$ cat src/hdl/assert_macros.svh
// ----------------------------------------------------------------------------
// Assertion macros
// Shared forms for the concurrent checks of the string hash unit.
// ----------------------------------------------------------------------------
`ifndef ASSERT_MACROS_SVH
`define ASSERT_MACROS_SVH

// The consequent must hold in the same cycle as the antecedent, outside reset.
`define CFTHS_ASSERT_IMP(label, clk, rst, ante, cons) \
   label: assert property (@(posedge clk) disable iff (rst) (ante) |-> (cons)) \
      else $error("%m: implication check failed");

// The consequent must hold in the cycle after the antecedent, reset included.
`define CFTHS_ASSERT_NEXT(label, clk, ante, cons) \
   label: assert property (@(posedge clk) (ante) |=> (cons)) \
      else $error("%m: next-cycle check failed");

`endif

$ cat src/hdl/cfths_pkg.sv
// ----------------------------------------------------------------------------
// cfths_pkg
// Constants, types and helper functions of the case-folded string hash unit.
// ----------------------------------------------------------------------------
package cfths_pkg;

   // Table geometry.
   localparam int NUM_TYPES   = 5;
   localparam int GROUP_WORDS = 256;
   localparam int TABLE_WORDS = NUM_TYPES * GROUP_WORDS;
   localparam int ADDR_W      = $clog2(TABLE_WORDS);
   localparam int GROUP_W     = (NUM_TYPES > 1) ? $clog2(NUM_TYPES) : 1;
   localparam int CHAR_W      = 8;
   localparam int HTYPE_W     = 3;
   localparam int WORD_W      = 32;

   // Hash seeds.
   localparam logic [WORD_W-1:0] MIX_A_INIT = 32'h7FED_7FED;
   localparam logic [WORD_W-1:0] MIX_B_INIT = 32'hEEEE_EEEE;
   localparam logic [WORD_W-1:0] MIX_B_ADD  = 32'd3;

   // Table generator: seed' = (seed * 125 + 3) mod 0x2AAAAB.
   localparam int SEED_W      = 22;
   localparam int GEN_MOD_INT = 32'h002A_AAAB;
   localparam int GEN_MUL_INT = 125;
   localparam int GEN_ADD_INT = 3;
   localparam logic [SEED_W-1:0] SEED_INIT = 22'h10_0001;
   localparam logic [SEED_W-1:0] GEN_MOD   = SEED_W'(GEN_MOD_INT);
   // Width of seed * 125 + 3, and the reciprocal used for the reduction.
   localparam int X_W      = $clog2(GEN_MOD_INT * GEN_MUL_INT + GEN_ADD_INT + 1);
   localparam int RECIP    = (1 << X_W) / GEN_MOD_INT;
   localparam int RECIP_W  = $clog2(RECIP + 1);
   localparam int REM_W    = SEED_W + 1;
   localparam int HALF_W   = 16;

   // Character codes.
   localparam logic [CHAR_W-1:0] CHAR_NUL     = 8'h00;
   localparam logic [CHAR_W-1:0] CHAR_UPPER_A = 8'h41;
   localparam logic [CHAR_W-1:0] CHAR_UPPER_Z = 8'h5A;
   localparam logic [CHAR_W-1:0] CASE_OFFSET  = 8'h20;

   // Queue depths.
   localparam int CMDQ_DEPTH = 4;
   localparam int CMDQ_PTR_W = $clog2(CMDQ_DEPTH);
   localparam int CMDQ_CNT_W = $clog2(CMDQ_DEPTH + 1);
   localparam int RSPQ_DEPTH = 4;
   localparam int RSPQ_PTR_W = $clog2(RSPQ_DEPTH);
   localparam int RSPQ_CNT_W = $clog2(RSPQ_DEPTH + 1);

   // One classified byte, as passed from the front end to the back end.
   typedef struct packed {
      logic              last;
      logic [ADDR_W-1:0] addr;
      logic [CHAR_W-1:0] chr;
   } cmd_type;

   // Table write from the generator.
   typedef struct packed {
      logic              en;
      logic [ADDR_W-1:0] addr;
      logic [WORD_W-1:0] data;
   } tbl_wr_type;

   function automatic logic [CHAR_W-1:0] fold_lower(input logic [CHAR_W-1:0] c);
      if (c >= CHAR_UPPER_A && c <= CHAR_UPPER_Z) begin
         return c + CASE_OFFSET;
      end
      return c;
   endfunction

   // Word (group g, byte c) sits at g * 256 + c.
   function automatic logic [ADDR_W-1:0] make_addr(input logic [GROUP_W-1:0] g,
                                                   input logic [CHAR_W-1:0]  c);
      return ADDR_W'({g, c});
   endfunction

endpackage

$ cat src/hdl/cfths_gen.sv
// ----------------------------------------------------------------------------
// cfths_gen
// Crypt table generator: fills the table from the modular LCG after reset.
// ----------------------------------------------------------------------------
module cfths_gen (
   input  logic                 clock,
   input  logic                 reset,
   output cfths_pkg::tbl_wr_type tbl_wr,
   output logic                 fill_done
);

   localparam logic [1:0] ST_MUL = 2'd0;
   localparam logic [1:0] ST_EST = 2'd1;
   localparam logic [1:0] ST_SUB = 2'd2;
   localparam logic [1:0] ST_FIX = 2'd3;

   localparam int PROD_W = cfths_pkg::X_W + cfths_pkg::RECIP_W;
   localparam logic [cfths_pkg::GROUP_W-1:0] LAST_GROUP =
      cfths_pkg::GROUP_W'(cfths_pkg::NUM_TYPES - 1);

   logic [1:0]                          state_ff, state_in;
   logic                                done_ff, done_in;
   logic                                half_ff, half_in;
   logic [cfths_pkg::SEED_W-1:0]        seed_ff, seed_in;
   logic [cfths_pkg::X_W-1:0]           x_ff, x_in;
   logic [cfths_pkg::RECIP_W-1:0]       q_ff, q_in;
   logic [cfths_pkg::REM_W-1:0]         r_ff, r_in;
   logic [cfths_pkg::HALF_W-1:0]        hi_ff, hi_in;
   logic [cfths_pkg::CHAR_W-1:0]        c_ff, c_in;
   logic [cfths_pkg::GROUP_W-1:0]       g_ff, g_in;
   logic [PROD_W-1:0]                   prod;
   logic [cfths_pkg::X_W-1:0]           qm;
   logic [cfths_pkg::SEED_W-1:0]        draw;
   logic                                word_end;
   logic                                last_word;

   // Reduction: the reciprocal estimate is the quotient or one below it,
   // so one conditional subtract after the remainder finishes the job.
   assign prod = PROD_W'(x_ff) * PROD_W'(cfths_pkg::RECIP);
   assign qm   = cfths_pkg::X_W'(q_ff) * cfths_pkg::X_W'(cfths_pkg::GEN_MOD);
   assign draw = (r_ff >= cfths_pkg::REM_W'(cfths_pkg::GEN_MOD)) ?
                 cfths_pkg::SEED_W'(r_ff - cfths_pkg::REM_W'(cfths_pkg::GEN_MOD)) :
                 cfths_pkg::SEED_W'(r_ff);

   assign word_end  = !done_ff && (state_ff == ST_FIX) && half_ff;
   assign last_word = (c_ff == {cfths_pkg::CHAR_W{1'b1}}) && (g_ff == LAST_GROUP);

   assign tbl_wr.en   = word_end;
   assign tbl_wr.addr = cfths_pkg::make_addr(g_ff, c_ff);
   assign tbl_wr.data = {hi_ff, draw[cfths_pkg::HALF_W-1:0]};
   assign fill_done   = done_ff;

   always_comb begin
      state_in = state_ff;
      done_in  = done_ff;
      half_in  = half_ff;
      seed_in  = seed_ff;
      x_in     = x_ff;
      q_in     = q_ff;
      r_in     = r_ff;
      hi_in    = hi_ff;
      c_in     = c_ff;
      g_in     = g_ff;
      if (!done_ff) begin
         case (state_ff)
            ST_MUL: begin
               x_in = cfths_pkg::X_W'(seed_ff) * cfths_pkg::X_W'(cfths_pkg::GEN_MUL_INT)
                      + cfths_pkg::X_W'(cfths_pkg::GEN_ADD_INT);
               state_in = ST_EST;
            end
            ST_EST: begin
               q_in     = prod[PROD_W-1:cfths_pkg::X_W];
               state_in = ST_SUB;
            end
            ST_SUB: begin
               r_in     = cfths_pkg::REM_W'(x_ff - qm);
               state_in = ST_FIX;
            end
            ST_FIX: begin
               seed_in  = draw;
               state_in = ST_MUL;
               if (!half_ff) begin
                  hi_in   = draw[cfths_pkg::HALF_W-1:0];
                  half_in = 1'b1;
               end else begin
                  half_in = 1'b0;
                  if (last_word) begin
                     done_in = 1'b1;
                  end else if (g_ff == LAST_GROUP) begin
                     g_in = '0;
                     c_in = c_ff + 1'b1;
                  end else begin
                     g_in = g_ff + 1'b1;
                  end
               end
            end
            default: begin
               state_in = ST_MUL;
            end
         endcase
      end
   end

   always_ff @(posedge clock) begin
      if (reset) begin
         state_ff <= ST_MUL;
         done_ff  <= 1'b0;
         half_ff  <= 1'b0;
         seed_ff  <= cfths_pkg::SEED_INIT;
         c_ff     <= '0;
         g_ff     <= '0;
      end else begin
         state_ff <= state_in;
         done_ff  <= done_in;
         half_ff  <= half_in;
         seed_ff  <= seed_in;
         c_ff     <= c_in;
         g_ff     <= g_in;
      end
      x_ff  <= x_in;
      q_ff  <= q_in;
      r_ff  <= r_in;
      hi_ff <= hi_in;
   end

endmodule

$ cat config.mk
export PLATFORM = sky130hd
export DESIGN_NAME = cfths_gen
export DESIGN_NICKNAME = d
export VERILOG_FILES = /design/src/hdl/assert_macros.svh /design/src/hdl/cfths_pkg.sv /design/src/hdl/cfths_gen.sv
export SDC_FILE = /design/constraint.sdc
export NUM_CORES = 1
export LEC_CHECK = 0
export BUFFER_PORTS_ARGS = -buffer_cell sky130_fd_sc_hd__buf_2
export CAP_MARGIN = 20
export CORE_ASPECT_RATIO = 0.7
export CORE_UTILIZATION = 39
export CTS_CLUSTER_SIZE = 20
export DETAILED_ROUTE_END_ITERATION = 8
export SETUP_SLACK_MARGIN = 0.5
export SLEW_MARGIN = 20
export SYNTH_ARGS = -nofsm -noshare
export SYNTH_HDL_FRONTEND = slang
export SYNTH_SLANG_ARGS = --single-unit
$ cat constraint.sdc
create_clock -name clock -period 6.6 [get_ports clock]
set_input_delay 0.66 -clock clock [delete_from_list [all_inputs] [get_ports clock]]
set_output_delay 0.66 -clock clock [all_outputs]
set_load 0.005 [all_outputs]
# Word-level counts from Yosys, hierarchy flattened
# Cells that the tools add are included.
[classes]
add_sub_neg = 5
mul = 3
order_cmp = 1
eq_ne = 5
mux = 8
bitwise_logic = 3
n_reduce_logical = 12
[ops]
columns = ["operator", "count"]
rows = [
  ["multiplier 29 x 8 -> 37 bit (second input constant)", 1],
  ["adder 29 x 2 -> 29 bit (second input constant)", 1],
  ["multiplier 22 x 7 -> 29 bit (second input constant)", 1],
  [">= comparator 23 x 22 -> 1 bit (second input constant)", 1],
  ["multiplier 8 x 22 -> 23 bit (second input constant)", 1],
  ["subtractor 23 bit", 1],
  ["2-to-1 mux 22 bit", 1],
  ["subtractor 22 bit (second input constant)", 1],
  ["adder 8 x 1 -> 8 bit (second input constant)", 1],
  ["== test 8 bit (second input constant)", 1],
  ["case mux 2 bit (4 select lines)", 1],
  ["AND reduction 2 bit", 4],
  ["2-to-1 mux 1 bit", 5],
  ["AND reduction 5 bit", 1],
  ["== test 2 bit (second input constant)", 2],
  ["AND reduction 4 bit", 1],
  ["adder 3 x 1 -> 3 bit (second input constant)", 1],
  ["== test 3 bit (second input constant)", 1],
  ["logical AND 1 bit", 3],
  ["2-to-1 mux 3 bit", 1],
  ["NOT 1 bit", 3],
  ["AND reduction 3 bit", 1],
  ["== test 2 x 1 -> 1 bit (second input constant)", 1],
  ["logical NOT 2 bit", 1],
  ["logical NOT 1 bit", 1],
]
[word_totals]
regBits = 113
input_bits = 2
out_inout_bits = 45
word_cells = 47

# Longest topological paths before layout
[logic_depth]
ltp_word = 6
mapped_depth = 17
ltp_nobuf = 16

# Worst setup path before layout
# No wires, ideal clock.
[synth_timing]
path_type = "register -> register"
start = "reg seed_ff[10] in the netlist's numbering"
end = "reg x_ff[25] in the netlist's numbering (data pin)"
setup_time_ns = 0.260
t_arrival_ns = 4.500
required_ns = 6.340
setup_slack_ns = 1.840
stages_incl_launch_ff = 16
n_path_buf = 1
synth_period_minus_slack_ns = 4.760
cell_sequence = "dfxtp_1 inv_1 fa_1 fa_1 fa_1 fa_1 inv_1 ha_1 clkbuf_1 a21o_1 a21oi_1 nand3b_1 o31a_1 a311o_1 o31a_1 xor2_1"
[synth_between]
elab_chain_len = 2
[synth_rtl]
columns = ["item", "line", "rtl"]
rows = [
  ["start: declaration", "cfths_gen.sv:24", "logic [cfths_pkg::SEED_W-1:0] seed_ff, seed_in;"],
  ["start signal: assignment", "cfths_gen.sv:109", "seed_ff <= cfths_pkg::SEED_INIT;"],
  ["start signal: assignment", "cfths_gen.sv:116", "seed_ff <= seed_in;"],
  ["multiplier 22 x 7 -> 29 bit", "cfths_gen.sv:67", "x_in = cfths_pkg::X_W'(seed_ff) * cfths_pkg::X_W'(cfths_pkg::GEN_MUL_INT)"],
  ["adder 29 x 2 -> 29 bit", "cfths_gen.sv:68", "+ cfths_pkg::X_W'(cfths_pkg::GEN_ADD_INT);"],
  ["end signal: assignment", "cfths_gen.sv:120", "x_ff <= x_in;"],
  ["end: declaration", "cfths_gen.sv:25", "logic [cfths_pkg::X_W-1:0] x_ff, x_in;"],
]
# No other way between the ends.
# A chain may end at the register's enable or synchronous reset.

# Worst setup path in the final report
[layout_timing]
start = "reg x_ff[22] in the netlist's numbering"
end = "reg q_ff[4] in the netlist's numbering (data pin)"
[layout_between]
elab_chain_len = 1
[layout_rtl]
columns = ["item", "line", "rtl"]
rows = [
  ["multiplier 29 x 8 -> 37 bit", "cfths_gen.sv:39", "assign prod = PROD_W'(x_ff) * PROD_W'(cfths_pkg::RECIP);"],
  ["via prod[33]", "cfths_gen.sv:31", "logic [PROD_W-1:0] prod;"],
  ["end signal: assignment", "cfths_gen.sv:121", "q_ff <= q_in;"],
  ["end: declaration", "cfths_gen.sv:26", "logic [cfths_pkg::RECIP_W-1:0] q_ff, q_in;"],
]
# The timed path passes the listed nets, and every way through them passes these cells.

==> impl_metrics.env <==
export IMPL_area_delta_synth_final_pct=8.260
export IMPL_final_setup_tns_ns=0
export IMPL_rows=63
export IMPL_synth_top_cells_by_count="inv_1 (436), fa_1 (259), ha_1 (226)"
export IMPL_clock_path_buffers=2
export IMPL_gr_usage_met2_pct=24.55
export IMPL_fin_crit_sh_pct=85.88
export IMPL_worstSetupStartpointType="register"
export IMPL_synth_area_leaders="fa_1 (31%), ha_1 (17%), edfxtp_1 (14%)"
export IMPL_outcome="finished, final reports clean"
export IMPL_grt_overflow=0
export IMPL_finClkSkew_ns=0.005397
export IMPL_coreArea_um2=42250
export IMPL_io_buffers=46
export IMPL_cts_tree="yes"
export IMPL_design_area_um2=18090
export IMPL_rsz0062_at_grt="false"
export IMPL_hold_class="register to register"
export IMPL_grt_pass1_vias=11330
export IMPL_yosys_area_top_type_share_pct=31.03
export IMPL_synth_avg_cell_area_um2=9.969
export IMPL_r2r_end="q_ff[4]$_DFFE_PP_"
export IMPL_use_met1_pct=29.17
export IMPL_dr_pass1_iters=7
export IMPL_die_h_um=175.2
export IMPL_path_cells="inv_1 > fa_1 > inv_1 > fa_1 > fa_1 > inv_1 > fa_1 > inv_1 > ha_1 > nand4_1 > nor4_2 > nand4_1 > o221ai_2 > o31ai_1 > a21boi_0 > xor2_1"
export IMPL_synth_flop_cell="edfxtp_1"
export IMPL_place_area_um2=17460
export IMPL_place_hpwl_um=31270
export IMPL_holdPathEnd="c_ff[7]$_SDFFE_PP0P_"
export IMPL_ys_warn_count=0
export IMPL_antenna_cells=0
export IMPL_postCtsSetupBuffers=0
export IMPL_synthArstFlopShare_pct=0
export IMPL_cts_clk_slew_worst_paths_ns=0.06
export IMPL_numClockSinks=113
export IMPL_cts_resized=0
export IMPL_boundaryPins=47
export IMPL_worstSkewPairLatency_ns=0.44
export IMPL_cts_hold_repair_buffers=0
export IMPL_grt_pass1_wl_um=61360
export IMPL_slew_headroom_pct=30.33
export IMPL_antenna_found_initial=0
export IMPL_viasPerCell=5.159
export IMPL_instances_no_fill=2273
export IMPL_timing_fmax_ghz=0.1764
export IMPL_setup_violations=0
export IMPL_fill_cells=4059
export IMPL_yosysUniqueCellTypes=68
export IMPL_synth_most_common_cell="inv_1"
export IMPL_synth_edff_count=76
export IMPL_grt_max_degree=40
export IMPL_min_path_cells=2
export IMPL_crit_slowest_cell="fa_1"
export IMPL_hold_violations=0
export IMPL_drtIter0Drc=971
export IMPL_worstSetupPathType="register to register"
export IMPL_crit_fanout=5
export IMPL_maxCapViolCount=0
export IMPL_worstSetupEndpointType="register"
export IMPL_place_congestion=0.8674
export IMPL_grt_busiest_layer="met1"
export IMPL_via_count=11730
export IMPL_worstPathArrival_ns=5.84
export IMPL_fin_crit_ns=5.668
export IMPL_die_area_um2=43690
export IMPL_report_final_slew_viol_count=0
export IMPL_seq_area_frac_synth_pct=18.09
export IMPL_synthCells=1676
export IMPL_rrSetupSlack_ns=0.93
export IMPL_use_met3_pct=3.277
export IMPL_worstMarginPinSlew_ns=1.034
export IMPL_totalWireLength_um=36990
export IMPL_wire_per_inst_um=16.28
export IMPL_final_nets=2195
export IMPL_die_w_um=249.4
export IMPL_dp_cells=2241
export IMPL_synth_top_cell_by_area="fa_1"
export IMPL_start_util_pct=39.55
export IMPL_htreeDepth=4
export IMPL_track_usage_pct=17.97
export IMPL_root_buffer="clkbuf_16"
export IMPL_worstRegToRegCells=16
export IMPL_drc=0
export IMPL_pre_cts_ws_ns=0.7013
export IMPL_syn_cell_area_um2=16710
export IMPL_cp_data_required_time_ns=6.77
export IMPL_r2r_start="x_ff[22]$_DFFE_PP_"
export IMPL_setup_slack_ns=0.9321
export IMPL_ys_seq_elements=113
export IMPL_hold_path_startpoint="c_ff[7]$_SDFFE_PP0P_"
export IMPL_drive_above_1_share_pct=5.985
export IMPL_syn_nets=2163
export IMPL_critPathMaxStageDelay_ns=0.57
export IMPL_cts_made_buffers=17
export IMPL_ant_nets=0
[through the flow]
step                      utilization (%)  hold WS, ns
after detailed placement            41.33       0.5168
final                               42.81       0.5313
after floorplan                         -       0.4951
after CTS                           42.78       0.5251
after global routing                42.81       0.5446
after global placement              41.33       0.4984
[layout by cell type (no fill, tap or decap), types with 9 or more instances in the layout]
| cell type | instances |
|---|---|
| a21o_1 | 31 |
| fa_1 | 259 |
| or3_1 | 17 |
| o31ai_1 | 9 |
| o21a_1 | 14 |
| a211oi_1 | 20 |
| a21oi_1 | 74 |
| a2111oi_0 | 11 |
| buf_2 | 46 |
| a31oi_1 | 9 |
| dfxtp_1 | 37 |
| xor2_1 | 27 |
| ha_1 | 226 |
| edfxtp_1 | 76 |
| o21bai_1 | 10 |
| nor2_1 | 65 |
| nor3_1 | 14 |
| a311oi_1 | 18 |
| nand4_1 | 12 |
| o21ai_0 | 53 |
| nand2_1 | 55 |
| xnor2_1 | 38 |
| and3_1 | 9 |
| inv_1 | 436 |
| nand3_1 | 14 |
| clkbuf_16 | 20 |
[cell type report]
class	count	area [um2]	share of cell area [%]
Multi-Input combinational cell	1088	11850	65.52
Sequential cell	113	3023	16.71
Inverter	436	1637	9.048
Tap cell	552	690.7	3.818
Clock buffer	23	521.8	2.884
Timing Repair Buffer	52	275.3	1.522
Clock inverter	9	90.09	0.4980
[how the worst max path moves through the flow]
stage,slack [ns],startpoint,end,cells after the start
6_report,0.93,x_ff[22]$_DFFE_PP_,q_ff[4]$_DFFE_PP_,16
5_1_grt,0.66,x_ff[22]$_DFFE_PP_,q_ff[4]$_DFFE_PP_,16
4_1_cts,0.68,x_ff[22]$_DFFE_PP_,q_ff[4]$_DFFE_PP_,16
3_5_place_dp,0.70,x_ff[22]$_DFFE_PP_,q_ff[4]$_DFFE_PP_,16
3_3_place_gp,0.74,x_ff[22]$_DFFE_PP_,q_ff[4]$_DFFE_PP_,16
2_1_floorplan,1.84,seed_ff[10]$_SDFFE_PP0P_,x_ff[25]$_DFFE_PP_,15
[cell families (layout without fill, tap and decap cells)]
family / Yosys count / in the layout / share of synthesized area (%)
compound gates: 288 / 288 / 11.55
buf+inv: 475 / 520 / 11.11
mux: 5 / 5 / 0.3145
flops: 113 / 113 / 18.09
xor+xnor: 65 / 65 / 3.407
fa+ha+maj: 485 / 485 / 47.96
simple gates: 245 / 245 / 7.571
[sequential cells by signal, summed over array words and instances (netlist names)]
| name | count |
|---|---|
| seed_ff | 22 |
| hi_ff | 16 |
| x_ff | 29 |
| c_ff | 8 |
| fill_done | 1 |
| g_ff | 3 |
| state_ff | 2 |
| half_ff | 1 |
| q_ff | 8 |
| r_ff | 23 |
[critical path: cells and delay by family (launching register included)]
family	cells	cell delay [ns]
fa+ha+maj	5	2.45
simple gates	3	0.84
compound gates	3	0.77
flops	1	0.49
xor+xnor	1	0.46
buf+inv	4	0.38
[metal layers]
metal  wire length [um]  vias up  share of wire, %
li1                   -     5551                 -
met1              19330     5862                52
met2              15190      292                41
met3               2230       21               6.0
met4                245        0              0.66
met5                  0        -                 0
Power is not shown: default switching activity piles up to over one toggle a cycle in this logic, so the estimate is an artifact.
