### src/hdl/assert_macros.svh
// ----------------------------------------------------------------------------
// Assertion macros
// Shared forms for the concurrent checks of the string hash unit.
// ----------------------------------------------------------------------------
`ifndef ASSERT_MACROS_SVH
`define ASSERT_MACROS_SVH

// The consequent must hold in the same cycle as the antecedent, outside reset.
`define CFTHS_ASSERT_IMP(label, clk, rst, ante, cons) \
   label: assert property (@(posedge clk) disable iff (rst) (ante) |-> (cons)) \
      else $error("%m: implication check failed");

// The consequent must hold in the cycle after the antecedent, reset included.
`define CFTHS_ASSERT_NEXT(label, clk, ante, cons) \
   label: assert property (@(posedge clk) (ante) |=> (cons)) \
      else $error("%m: next-cycle check failed");

`endif

### src/hdl/cfths_pkg.sv
// ----------------------------------------------------------------------------
// cfths_pkg
// Constants, types and helper functions of the case-folded string hash unit.
// ----------------------------------------------------------------------------
package cfths_pkg;

   // Table geometry.
   localparam int NUM_TYPES   = 5;
   localparam int GROUP_WORDS = 256;
   localparam int TABLE_WORDS = NUM_TYPES * GROUP_WORDS;
   localparam int ADDR_W      = $clog2(TABLE_WORDS);
   localparam int GROUP_W     = (NUM_TYPES > 1) ? $clog2(NUM_TYPES) : 1;
   localparam int CHAR_W      = 8;
   localparam int HTYPE_W     = 3;
   localparam int WORD_W      = 32;

   // Hash seeds.
   localparam logic [WORD_W-1:0] MIX_A_INIT = 32'h7FED_7FED;
   localparam logic [WORD_W-1:0] MIX_B_INIT = 32'hEEEE_EEEE;
   localparam logic [WORD_W-1:0] MIX_B_ADD  = 32'd3;

   // Table generator: seed' = (seed * 125 + 3) mod 0x2AAAAB.
   localparam int SEED_W      = 22;
   localparam int GEN_MOD_INT = 32'h002A_AAAB;
   localparam int GEN_MUL_INT = 125;
   localparam int GEN_ADD_INT = 3;
   localparam logic [SEED_W-1:0] SEED_INIT = 22'h10_0001;
   localparam logic [SEED_W-1:0] GEN_MOD   = SEED_W'(GEN_MOD_INT);
   // Width of seed * 125 + 3, and the reciprocal used for the reduction.
   localparam int X_W      = $clog2(GEN_MOD_INT * GEN_MUL_INT + GEN_ADD_INT + 1);
   localparam int RECIP    = (1 << X_W) / GEN_MOD_INT;
   localparam int RECIP_W  = $clog2(RECIP + 1);
   localparam int REM_W    = SEED_W + 1;
   localparam int HALF_W   = 16;

   // Character codes.
   localparam logic [CHAR_W-1:0] CHAR_NUL     = 8'h00;
   localparam logic [CHAR_W-1:0] CHAR_UPPER_A = 8'h41;
   localparam logic [CHAR_W-1:0] CHAR_UPPER_Z = 8'h5A;
   localparam logic [CHAR_W-1:0] CASE_OFFSET  = 8'h20;

   // Queue depths.
   localparam int CMDQ_DEPTH = 4;
   localparam int CMDQ_PTR_W = $clog2(CMDQ_DEPTH);
   localparam int CMDQ_CNT_W = $clog2(CMDQ_DEPTH + 1);
   localparam int RSPQ_DEPTH = 4;
   localparam int RSPQ_PTR_W = $clog2(RSPQ_DEPTH);
   localparam int RSPQ_CNT_W = $clog2(RSPQ_DEPTH + 1);

   // One classified byte, as passed from the front end to the back end.
   typedef struct packed {
      logic              last;
      logic [ADDR_W-1:0] addr;
      logic [CHAR_W-1:0] chr;
   } cmd_type;

   // Table write from the generator.
   typedef struct packed {
      logic              en;
      logic [ADDR_W-1:0] addr;
      logic [WORD_W-1:0] data;
   } tbl_wr_type;

   function automatic logic [CHAR_W-1:0] fold_lower(input logic [CHAR_W-1:0] c);
      if (c >= CHAR_UPPER_A && c <= CHAR_UPPER_Z) begin
         return c + CASE_OFFSET;
      end
      return c;
   endfunction

   // Word (group g, byte c) sits at g * 256 + c.
   function automatic logic [ADDR_W-1:0] make_addr(input logic [GROUP_W-1:0] g,
                                                   input logic [CHAR_W-1:0]  c);
      return ADDR_W'({g, c});
   endfunction

endpackage

### src/hdl/cfths_front.sv
// ----------------------------------------------------------------------------
// cfths_front
// Accepts string bytes, folds case, picks the table word and queues the beat.
// ----------------------------------------------------------------------------
module cfths_front (
   input  logic                               clock,
   input  logic                               reset,
   input  logic                               fill_done,
   input  logic                               req_push,
   output logic                               req_full,
   input  logic [cfths_pkg::CHAR_W-1:0]       req_char_in,
   input  logic [cfths_pkg::HTYPE_W-1:0]      req_hash_type,
   output cfths_pkg::cmd_type                 cmd,
   output logic                               cmd_valid,
   input  logic                               cmd_pop
);

   localparam logic [cfths_pkg::HTYPE_W-1:0] TYPE_LIMIT =
      cfths_pkg::HTYPE_W'(cfths_pkg::NUM_TYPES);
   localparam logic [cfths_pkg::HTYPE_W-1:0] TYPE_LAST =
      cfths_pkg::HTYPE_W'(cfths_pkg::NUM_TYPES - 1);

   cfths_pkg::cmd_type                   entries_ff [cfths_pkg::CMDQ_DEPTH];
   cfths_pkg::cmd_type                   entry_in;
   logic [cfths_pkg::CMDQ_PTR_W-1:0]     wr_ptr_ff, wr_ptr_in;
   logic [cfths_pkg::CMDQ_PTR_W-1:0]     rd_ptr_ff, rd_ptr_in;
   logic [cfths_pkg::CMDQ_CNT_W-1:0]     count_ff, count_in;
   logic [cfths_pkg::HTYPE_W-1:0]        type_clamped;
   logic [cfths_pkg::CHAR_W-1:0]         folded;
   logic                                 push;
   logic                                 pop;

   // A group number past the last one uses the last group.
   assign type_clamped = (req_hash_type >= TYPE_LIMIT) ? TYPE_LAST : req_hash_type;
   assign folded       = cfths_pkg::fold_lower(req_char_in);

   always_comb begin
      entry_in.last = (req_char_in == cfths_pkg::CHAR_NUL);
      entry_in.chr  = folded;
      entry_in.addr = cfths_pkg::make_addr(cfths_pkg::GROUP_W'(type_clamped), folded);
   end

   assign req_full  = !fill_done ||
                      (count_ff == cfths_pkg::CMDQ_CNT_W'(cfths_pkg::CMDQ_DEPTH));
   assign push      = req_push && !req_full;
   assign cmd_valid = (count_ff != '0);
   assign pop       = cmd_pop && cmd_valid;
   assign cmd       = entries_ff[rd_ptr_ff];

   always_comb begin
      wr_ptr_in = push ? wr_ptr_ff + 1'b1 : wr_ptr_ff;
      rd_ptr_in = pop  ? rd_ptr_ff + 1'b1 : rd_ptr_ff;
      case ({push, pop})
         2'b10:   count_in = count_ff + 1'b1;
         2'b01:   count_in = count_ff - 1'b1;
         default: count_in = count_ff;
      endcase
   end

   always_ff @(posedge clock) begin
      if (reset) begin
         wr_ptr_ff <= '0;
         rd_ptr_ff <= '0;
         count_ff  <= '0;
      end else begin
         wr_ptr_ff <= wr_ptr_in;
         rd_ptr_ff <= rd_ptr_in;
         count_ff  <= count_in;
      end
      if (push) begin
         entries_ff[wr_ptr_ff] <= entry_in;
      end
   end

endmodule

### config.mk
export PLATFORM = sky130hd
export DESIGN_NAME = cfths_front
export DESIGN_NICKNAME = d
export VERILOG_FILES = /design/src/hdl/assert_macros.svh /design/src/hdl/cfths_pkg.sv /design/src/hdl/cfths_front.sv
export SDC_FILE = /design/constraint.sdc
export NUM_CORES = 1
export LEC_CHECK = 0
export BUFFER_PORTS_ARGS = -buffer_cell sky130_fd_sc_hd__clkbuf_2
export CAP_MARGIN = 20
export CORE_UTILIZATION = 45
export CTS_BUF_LIST = sky130_fd_sc_hd__clkbuf_8 sky130_fd_sc_hd__clkbuf_16
export CTS_CLUSTER_SIZE = 40
export DETAILED_ROUTE_END_ITERATION = 8
export GPL_TIMING_DRIVEN = 0
export PLACE_DENSITY_LB_ADDON = 0.1
export SYNTH_ARGS = -nofsm -noshare
export SYNTH_HDL_FRONTEND = slang
export SYNTH_SLANG_ARGS = --single-unit
### constraint.sdc
create_clock -name clock -period 2.2 [get_ports clock]
set_input_delay 0.22 -clock clock [delete_from_list [all_inputs] [get_ports clock]]
set_output_delay 0.22 -clock clock [all_outputs]
set_load 0.1 [all_outputs]
Yosys cells after proc, flatten, opt, wreduce, memory -nomap -nowiden
Memories as Yosys holds them, arrays and structs flattened. A register that Yosys moved wholly into a read port is not among the register bits.
Cells that the tools add are included.
- add/sub/neg operators: 5
- multipliers: 0
- divide/modulo/power cells: 0
- order comparisons: 3
- equal/unequal tests: 3
- shift operators: 0
- muxes and demuxes: 9
- bitwise gates (word level): 0
- reductions and logical operators: 9
- operators with widths (cell ; number):
    $mux 8 ; 2
    $add 8x6->8 const B ; 1
    $ge 8x7->1 const B ; 1
    $le 8x7->1 const B ; 1
    $logic_not 8->1 ; 1
    $pmux 3 s2 ; 1
    $add 2x1->2 const B ; 2
    $mux 2 ; 2
    $add 3x1->3 const B ; 1
    $eq 3x3->1 const B ; 1
    $ge 3x3->1 const B ; 1
    $logic_and 1x1->1 ; 3
    $mux 1 ; 3
    $mux 3 ; 1
    $reduce_bool 3->1 ; 1
    $sub 3x1->3 const B ; 1
    $eq 2x1->1 const B ; 1
    $eq 2x2->1 const B ; 1
    $logic_not 1->1 ; 2
    $reduce_bool 2->1 ; 1
    $logic_or 1x1->1 ; 1
- bits in registers: 7
- bits in latches: 0
- RAM bits: 80
- bits in read-only memories: 0
- input port bits: 16
- output and inout port bits: 22
- memories kept: 1
- memory list (name ; words ; bits a word ; rd ports ; clocked after memory_dff ; wr ports ; RTL line ; source):
    entries_ff ; 4 ; 20 ; 1 ; 1 ; 1 ; cfths_front.sv:23 ; cfths_pkg::cmd_type entries_ff [cfths_pkg::CMDQ_DEPTH];

Longest topological paths before layout
Gate-level depths: netlist of run 1.
- depth in word-level cells: 6
- gate-level depth with buffers: 9
- depth with buffers taken out: 9

Worst setup path before layout of run 1
OpenSTA, ideal clock, no wires.
- path kind: reg2out
- from: register with a tool-made name
- to: output cmd[10] (netlist bit)
- arrival time: 1836 ps
- required time: 1980 ps
- setup slack: 144 ps
- stages on the path, launching flop included: 4
- path buffers: 2
- path through: dfxtp_1 -> buf_2 -> mux4_2 -> buf_4
- RTL lines (what ; RTL line ; source):
    end, declared ; cfths_front.sv:13 ; output cfths_pkg::cmd_type cmd,

==> results.md, run 1 <==
- Layout area overhead: 20.4%
- Pin count of the biggest net entering global routing: 13
- Initial Util: 46.8%
- Number of cell rows: 26
- Die Wd: 74.9 um
- Drt drc: 0
- Most frequent cells in the layout: edfxtp_1 (48), clkbuf_2 (29), inv_1 (14)
- Mean post-synth cell area: 16.8 sq um
- Setup violators final: 0
- Crit. End Element: output port
- Vias per inst: 4.97
- FF-to-FF setup slack: 0.17 ns
- DR vias: 1313
- CTS buffer count: 9
- RR Startpoint: count_ff[1]
- Largest family of logic cells by synthesized area: multiplexers
- Slowest CP cell: mux4_2
- Die H: 74.9 um
- H-tree levels: 3
- Total nets after synthesis: 165
- Ys Warns: 0
- Worst-Skew Late Latency: 0.33 ns
- First-pass GRT wire length: 6360 um
- Root Driver: clkbuf_8
- Ys flop type: edfxtp_1
- Slew margin rel.: 54.7%
- Mux cell area share after synthesis: 12.2%
- Input/output buffers: 36
- Post-synth top area share: 60.3%
- Seq/Total Area, Yosys: 67.9%
- Routed Antenna Nets: 0
- Max Cap Violations: 0
- RSZ-0062 raised after global routing: no
- Ys async rst share: 0%
- #FFs+latches synth: 57
- Most common cell after layout, fill and taps aside: edfxtp_1
- Non-Filler Cell Area, Final: 0.00288 sq mm
- EDFF count, synth: 48
- Pwr per Cell Area: 1400 mW/mm^2
- Initial DRC Count: 50
- Final Max Tran Viols: 0
- Vias in the first global route: 1338
- CP Max Fanout: 10
- Final Cycle Share: 94.2%
- GPL Wtd Cong: 0.703
- Post-route setup TNS: 0 ns
- CP Class: flop to output port
- Fill cell count: 444
- CTS tree: done
- Worst Max-Slew Pin Slew: 0.670 ns
- Min-delay src: req_char_in[3]
- Antenna violations before repair: 0
- Drt wl/cell: 15.8 um
- Synth Area in Simple Gates: 6.91%
- Placed instance area: 0.00266 sq mm
- Worst-case clock skew: 0.00763 ns
- Synth Area in XOR/XNOR: 1.47%
- Worst-path clk slew: 0.06 ns
- Ratio of cells with drive above 1 in the final layout: 39.7%
- Post-synth cell types: 29
- Type of origin of the critical path: flop
- Io pins: 38
- CP required: 1.98 ns
- Critical Path Max Stage Delay: 0.54 ns
- Run status: finished clean
- Post-synthesis compound-gate area fraction: 2.93%
- Top cells by area, synth: edfxtp_1 (60%), mux4_2 (11%), dfxtp_1 (7.5%), ha_1 (3.1%), buf_4 (2.5%)
- ANT cells: 0
- # Post-CTS Setup Buffers: 0
- WL final: 4170 um
- Final Hold Viols: 0
- First-pass DRT Iterations: 5
- Final #Nets: 212
- Fin crit period: 2.07 ns
- Core area: 0.00511 sq mm
- Worst Path Arrival: 1.85 ns
- Grt ovf: 0
- Max clock buf depth: 2
- Gr usage total: 16.9%
- Peak VDD IR: 722 uV
- Fmax: 482 MHz
- Detail Placement HPWL: 2780 um
- Synth area leader: edfxtp_1
- Utilization after layout: 56.3%
- Synth Instances: 142
- Die footprint: 0.00560 sq mm
- Min-delay worst type: primary input to flop
- Synthesized area: 0.00239 sq mm
- Lkg Pwr: 1.07 nW
- Num Clock Sinks: 57
- Synthesized-area fraction occupied by adder cells: 3.98%
- Crit path cell chain: buf_8 > mux4_2 > buf_4 > clkbuf_4
==> routing by layer <==
layer	routed length [um]	global-route usage (%)	vias to the layer above
met5	0	0	-
met4	83	10.1	0
met3	147	5.09	9
met2	2180	27.8	26
met1	1750	19.7	655
li1	-	-	623
==> what timing repair did <==
action,in CTS,in global routing
endpoints found under the setup margin,17,18
hold buffers,0,0
pin swaps,0,1
gates resized for setup,10,6
==> worst paths after layout <==
path,cells past startpoint,endpoint
setup reg to reg,7,count_ff[2]
hold reg to reg,2,rd_ptr_ff[1]
hold / removal,1,entries_ff[3][11]
setup / recovery,4,cmd[8]
==> layout make-up <==
type                            instances  area, sq um  area share (%)
Buffer                                 12         87.6            3.05
Clock buffer                           11          151            5.27
Clock inverter                          5         18.8           0.653
Inverter                                9         33.8            1.17
Multi-Input combinational cell         64          676            23.5
Sequential cell                        57         1620            56.4
Tap cell                               70         87.6            3.05
Timing Repair Buffer                   36          198            6.88
==> critical path, delay by kind of cell, from the launching register on <==
family,cells,cell delay (ns)
flip-flops,1,0.38
buffers and inverters,3,0.61
multiplexers,1,0.54
==> where the power goes <==
part           switching (mW)  internal, mW
registers              0.0699          1.25
logic                    1.43         0.446
clock network           0.371         0.450
==> sequential cells by signal (all words and copies together) (netlist names), named ones only <==
register and cells:
entries_ff 48, wr_ptr_ff 2, count_ff 3, rd_ptr_ff 2
==> Yosys cell counts, types with 2 or more instances <==
cell type / count
nand2b_1: 2
dfxtp_1: 9
inv_1: 9
nor2_1: 10
or3_1: 2
buf_4: 8
mux4_2: 12
clkbuf_1: 2
nand2_1: 5
xor2_1: 3
a21oi_1: 4
nor2b_1: 2
edfxtp_1: 48
ha_1: 6
o41ai_1: 2
and2_1: 5
==> cells by family (layout without fill, tap and decap cells) <==
group           Yosys count  count (layout)
compound gates           10              10
simple gates             29              29
xor+xnor                  4               4
buf+inv                  21              73
fa+ha+maj                 7               7
flops                    57              57
mux                      14              14
==> metrics by stage <==
stage	total power, mW	worst slack (ns)	hold WS (ns)	instances
after floorplan	2.92	0.144	0.319	142
after detailed placement	3.16	0.0878	0.488	248
after global routing	4.18	0.00950	0.151	264
after global placement	3.13	0.107	0.481	248
after CTS	4.02	0.0114	0.142	264
final	4.02	0.127	0.148	264
No activity file was read; power rests on OpenSTA's default activity.
==> inputs of run 2 (changes only) <==
--- a/config.mk
+++ b/config.mk
@@ -5,6 +5,7 @@
 export SDC_FILE = /design/constraint.sdc
 export NUM_CORES = 1
 export LEC_CHECK = 0
+export ABC_AREA = 1
 export BUFFER_PORTS_ARGS = -buffer_cell sky130_fd_sc_hd__clkbuf_2
 export CAP_MARGIN = 20
 export CORE_UTILIZATION = 45
==> run 2 against run 1 <==
  * Die area is 3.8% higher
  * Largest cell class unchanged
  * Clock-buffer cell count down 2
  * Synthesized area rose by 3.9%
==> results.md, run 2 <==
- Run status: finished clean (unchanged)
- Io pins: 38 (unchanged)
- Ys flop type: edfxtp_1 (unchanged)
- Fin crit period: 2.07 ns (about the same)
- Vias in the first global route: 1574 (was 1338)
- Most frequent CP cell: buf_4
- Input/output buffers: 36 (unchanged)
- EDFF count, synth: 48 (unchanged)
- Worst Max-Slew Pin Slew: 0.682 ns (was 0.670 ns)
- Total nets after synthesis: 244 (was 165)
- Crit path cell chain: buf_4 > o21ai_1 > o22ai_2 > buf_4 > clkbuf_2 (was buf_8 > mux4_2 > buf_4 > clkbuf_4)
- Utilization after layout: 58.4% (was 56.3%)
- Die Wd: 76.3 um (was 74.9 um)
- Pin count of the biggest net entering global routing: 11 (was 13)
- Synth area leader: edfxtp_1 (unchanged)
- Slowest CP cell: dfxtp_1 (was mux4_2)
- Worst-case clock skew: 0.00677 ns (was 0.00763 ns)
- Critical Path Max Stage Delay: 0.46 ns (was 0.54 ns)
- Largest regs: entries_ff: 48 flops, count_ff: 3 flops (unchanged)
- Antenna violations before repair: 0 (unchanged)
- Dpl cells: 331 (was 248)
- CTS buffer count: 9 (unchanged)
- Most common cell after layout, fill and taps aside: edfxtp_1 (unchanged)
- Gr usage total: 18.0% (was 16.9%)
- Die footprint: 0.00581 sq mm (was 0.00560 sq mm)
- Top cells by area, synth: edfxtp_1 (58%), dfxtp_1 (7.3%), nor2_1 (5.3%), nand2_1 (3.6%), o21ai_1 (3.2%) (was edfxtp_1 (60%), mux4_2 (11%), dfxtp_1 (7.5%), ha_1 (3.1%), buf_4 (2.5%))
- Final #Nets: 295 (was 212)
- CTS Hold Bufs: 0 (unchanged)
- GPL Wtd Cong: 0.778 (was 0.703)
- Setup ws final: 0.127 ns (about the same)
- Final Cycle Share: 94.2% (about the same)
- Ys Warns: 0 (unchanged)
- Vias per inst: 4.88 (was 4.97)
- RSZ-0062 raised after global routing: no (unchanged)
- Slew margin rel.: 54.3% (was 54.7%)
- Largest Register: entries_ff (unchanged)
- Worst-Skew Late Latency: 0.32 ns (was 0.33 ns)
- Type of origin of the critical path: flop (unchanged)
- Crit. End Element: output port (unchanged)
- Ys async rst share: 0% (unchanged)
- CP Class: flop to output port (unchanged)
- Mean post-synth cell area: 11.2 sq um (was 16.8 sq um)
- Worst slack at placement: 0.407 ns (was 0.0878 ns)
- Crit-path leading delay family: buffers and inverters (unchanged)
- Max clock buf depth: 2 (unchanged)
- CP required: 1.98 ns (about the same)
- Post-route setup TNS: 0 ns (unchanged)
- H-tree levels: 3 (unchanged)
- Die H: 76.3 um (was 74.9 um)
- Core area: 0.00520 sq mm (was 0.00511 sq mm)
- Detail Placement HPWL: 3420 um (was 2780 um)
- Top-count cell post-synth: edfxtp_1 (unchanged)
- Num Clock Sinks: 57 (unchanged)
- #FFs+latches synth: 57 (unchanged)
- Post-synth cell types: 24 (was 29)
- First-pass GRT wire length: 7760 um (was 6360 um)
- Final Max Tran Viols: 0 (unchanged)
- Fmax: 482 MHz (about the same)
- Min-delay worst type: primary input to flop (unchanged)
- Initial DRC Count: 154 (was 50)
- Max reg flops: 48 (unchanged)
- Grt ovf: 0 (unchanged)
- Setup violators final: 0 (unchanged)
- Worst-path clk slew: 0.06 ns (about the same)
- Number of cell rows: 26 (unchanged)
- Final std cells w/o fill: 345 (was 264)
- DR vias: 1683 (was 1313)
- Routed Antenna Nets: 0 (unchanged)
- Top post-synthesis cells by count: edfxtp_1 (48), nor2_1 (35), nand2_1 (24) (was edfxtp_1 (48), mux4_2 (12), nor2_1 (10))
- Seq/Total Area, Yosys: 65.4% (was 67.9%)
- CP Buf/Inv Count: 3 (unchanged)
- Initial Util: 47.7% (was 46.8%)
- Synthesized area: 0.00248 sq mm (was 0.00239 sq mm)
- Most frequent cells in the layout: edfxtp_1 (48), nor2_1 (35), clkbuf_2 (30) (was edfxtp_1 (48), clkbuf_2 (29), inv_1 (14))
- Post-synth top area share: 58.1% (was 60.3%)
- Synth Instances: 221 (was 142)
- First-pass DRT Iterations: 4 (was 5)
- Layout area overhead: 22.6% (was 20.4%)
- CP Max Fanout: 10 (unchanged)
- WL final: 4860 um (was 4170 um)
- CTS tree: done (unchanged)
- Root Driver: clkbuf_8 (unchanged)
- Final Hold Viols: 0 (unchanged)
- Ratio of cells with drive above 1 in the final layout: 32.4% (was 39.7%)
- Max Cap Violations: 0 (unchanged)
- Drt drc: 0 (unchanged)
- ANT cells: 0 (unchanged)
- Drt wl/cell: 14.1 um (was 15.8 um)
- Worst Path Arrival: 1.85 ns (about the same)
run 2: cell count changes after synthesis, moves of 4 or more:
cell     delta
o21ai_1    +16
inv_2       +5
mux4_2     -12
nor2_1     +25
o22ai_1    +12
nand2_1    +19
nand4_1     +4
inv_1      +12
and2_1      -5
o21ai_0     +7
run 2: worst register-to-register path, delay by kind of cell, from the launching register on:
| family | cells | cell delay (ns) |
|---|---|---|
| and+or+nand+nor | 6 | 0.60 |
| adders and majority gates | 2 | 0.58 |
| DFF | 1 | 0.32 |
| buffers and inverters | 3 | 0.23 |
run 2: final cells by class:
| cell class | count | area (sq um) |
|---|---|---|
| clock inverters | 5 | 48.8 |
| fillers | 473 | 2160 |
| inverters | 26 | 97.6 |
| multi-input cells | 122 | 722 |
| repair buffers | 40 | 225 |
| clock buffers | 9 | 124 |
| flip-flops and latches | 57 | 1620 |
| plain buffers | 16 | 115 |
| well taps | 70 | 87.6 |
run 2: path summary, 6_finish.rpt:
| kind | from | endpoint | depth (start not counted) | slack (ns) |
|---|---|---|---|---|
| worst max register to register | count_ff[0] | count_ff[2] | 11 | 0.40 |
| worst min-delay path | req_char_in[2] | entries_ff[0][10] | 1 | 0.17 |
| worst max-delay path | flop | cmd[14] | 5 | 0.13 |
| worst min register to register | count_ff[0] | count_ff[0] | 2 | 0.49 |
run 2: per-layer routing:
metal	global-route usage, %	up-vias	share of wire, %
li1	-	848	-
met1	21.0	797	45
met2	30.5	32	50
met3	4.31	6	2.9
met4	9.81	0	1.2
met5	0	-	0
run 2: stage by stage:
step	hold WS, ns	area (sq um)
after detailed placement	0.485	2870
after floorplan	0.319	2560
after global placement	0.457	2820
final	0.169	3040
after global routing	0.145	3040
after CTS	0.143	3040
run 2: repair_timing:
action | CTS | global route
resized for setup | 0 | 6
setup buffers | 0 | 0
endpoints found under the hold margin | 0 | 0
setup endpoints to repair | 0 | 6
run 2: kinds of logic (layout without fill, tap and decap cells):
logic type	count (synthesis)	count (layout)	synth area share [%]
adder cells (fa/ha/maj)	7	7	3.83
XOR/XNOR	1	1	0.353
flip-flops	57	57	65.4
buffers and inverters	42	96	8.57
AO/OA/AOI/OAI	43	43	9.38
AND/OR/NAND/NOR	71	71	12.5
Power of run 2 is not shown: default switching activity piles up to over one toggle a cycle in this logic, so the estimate is an artifact.
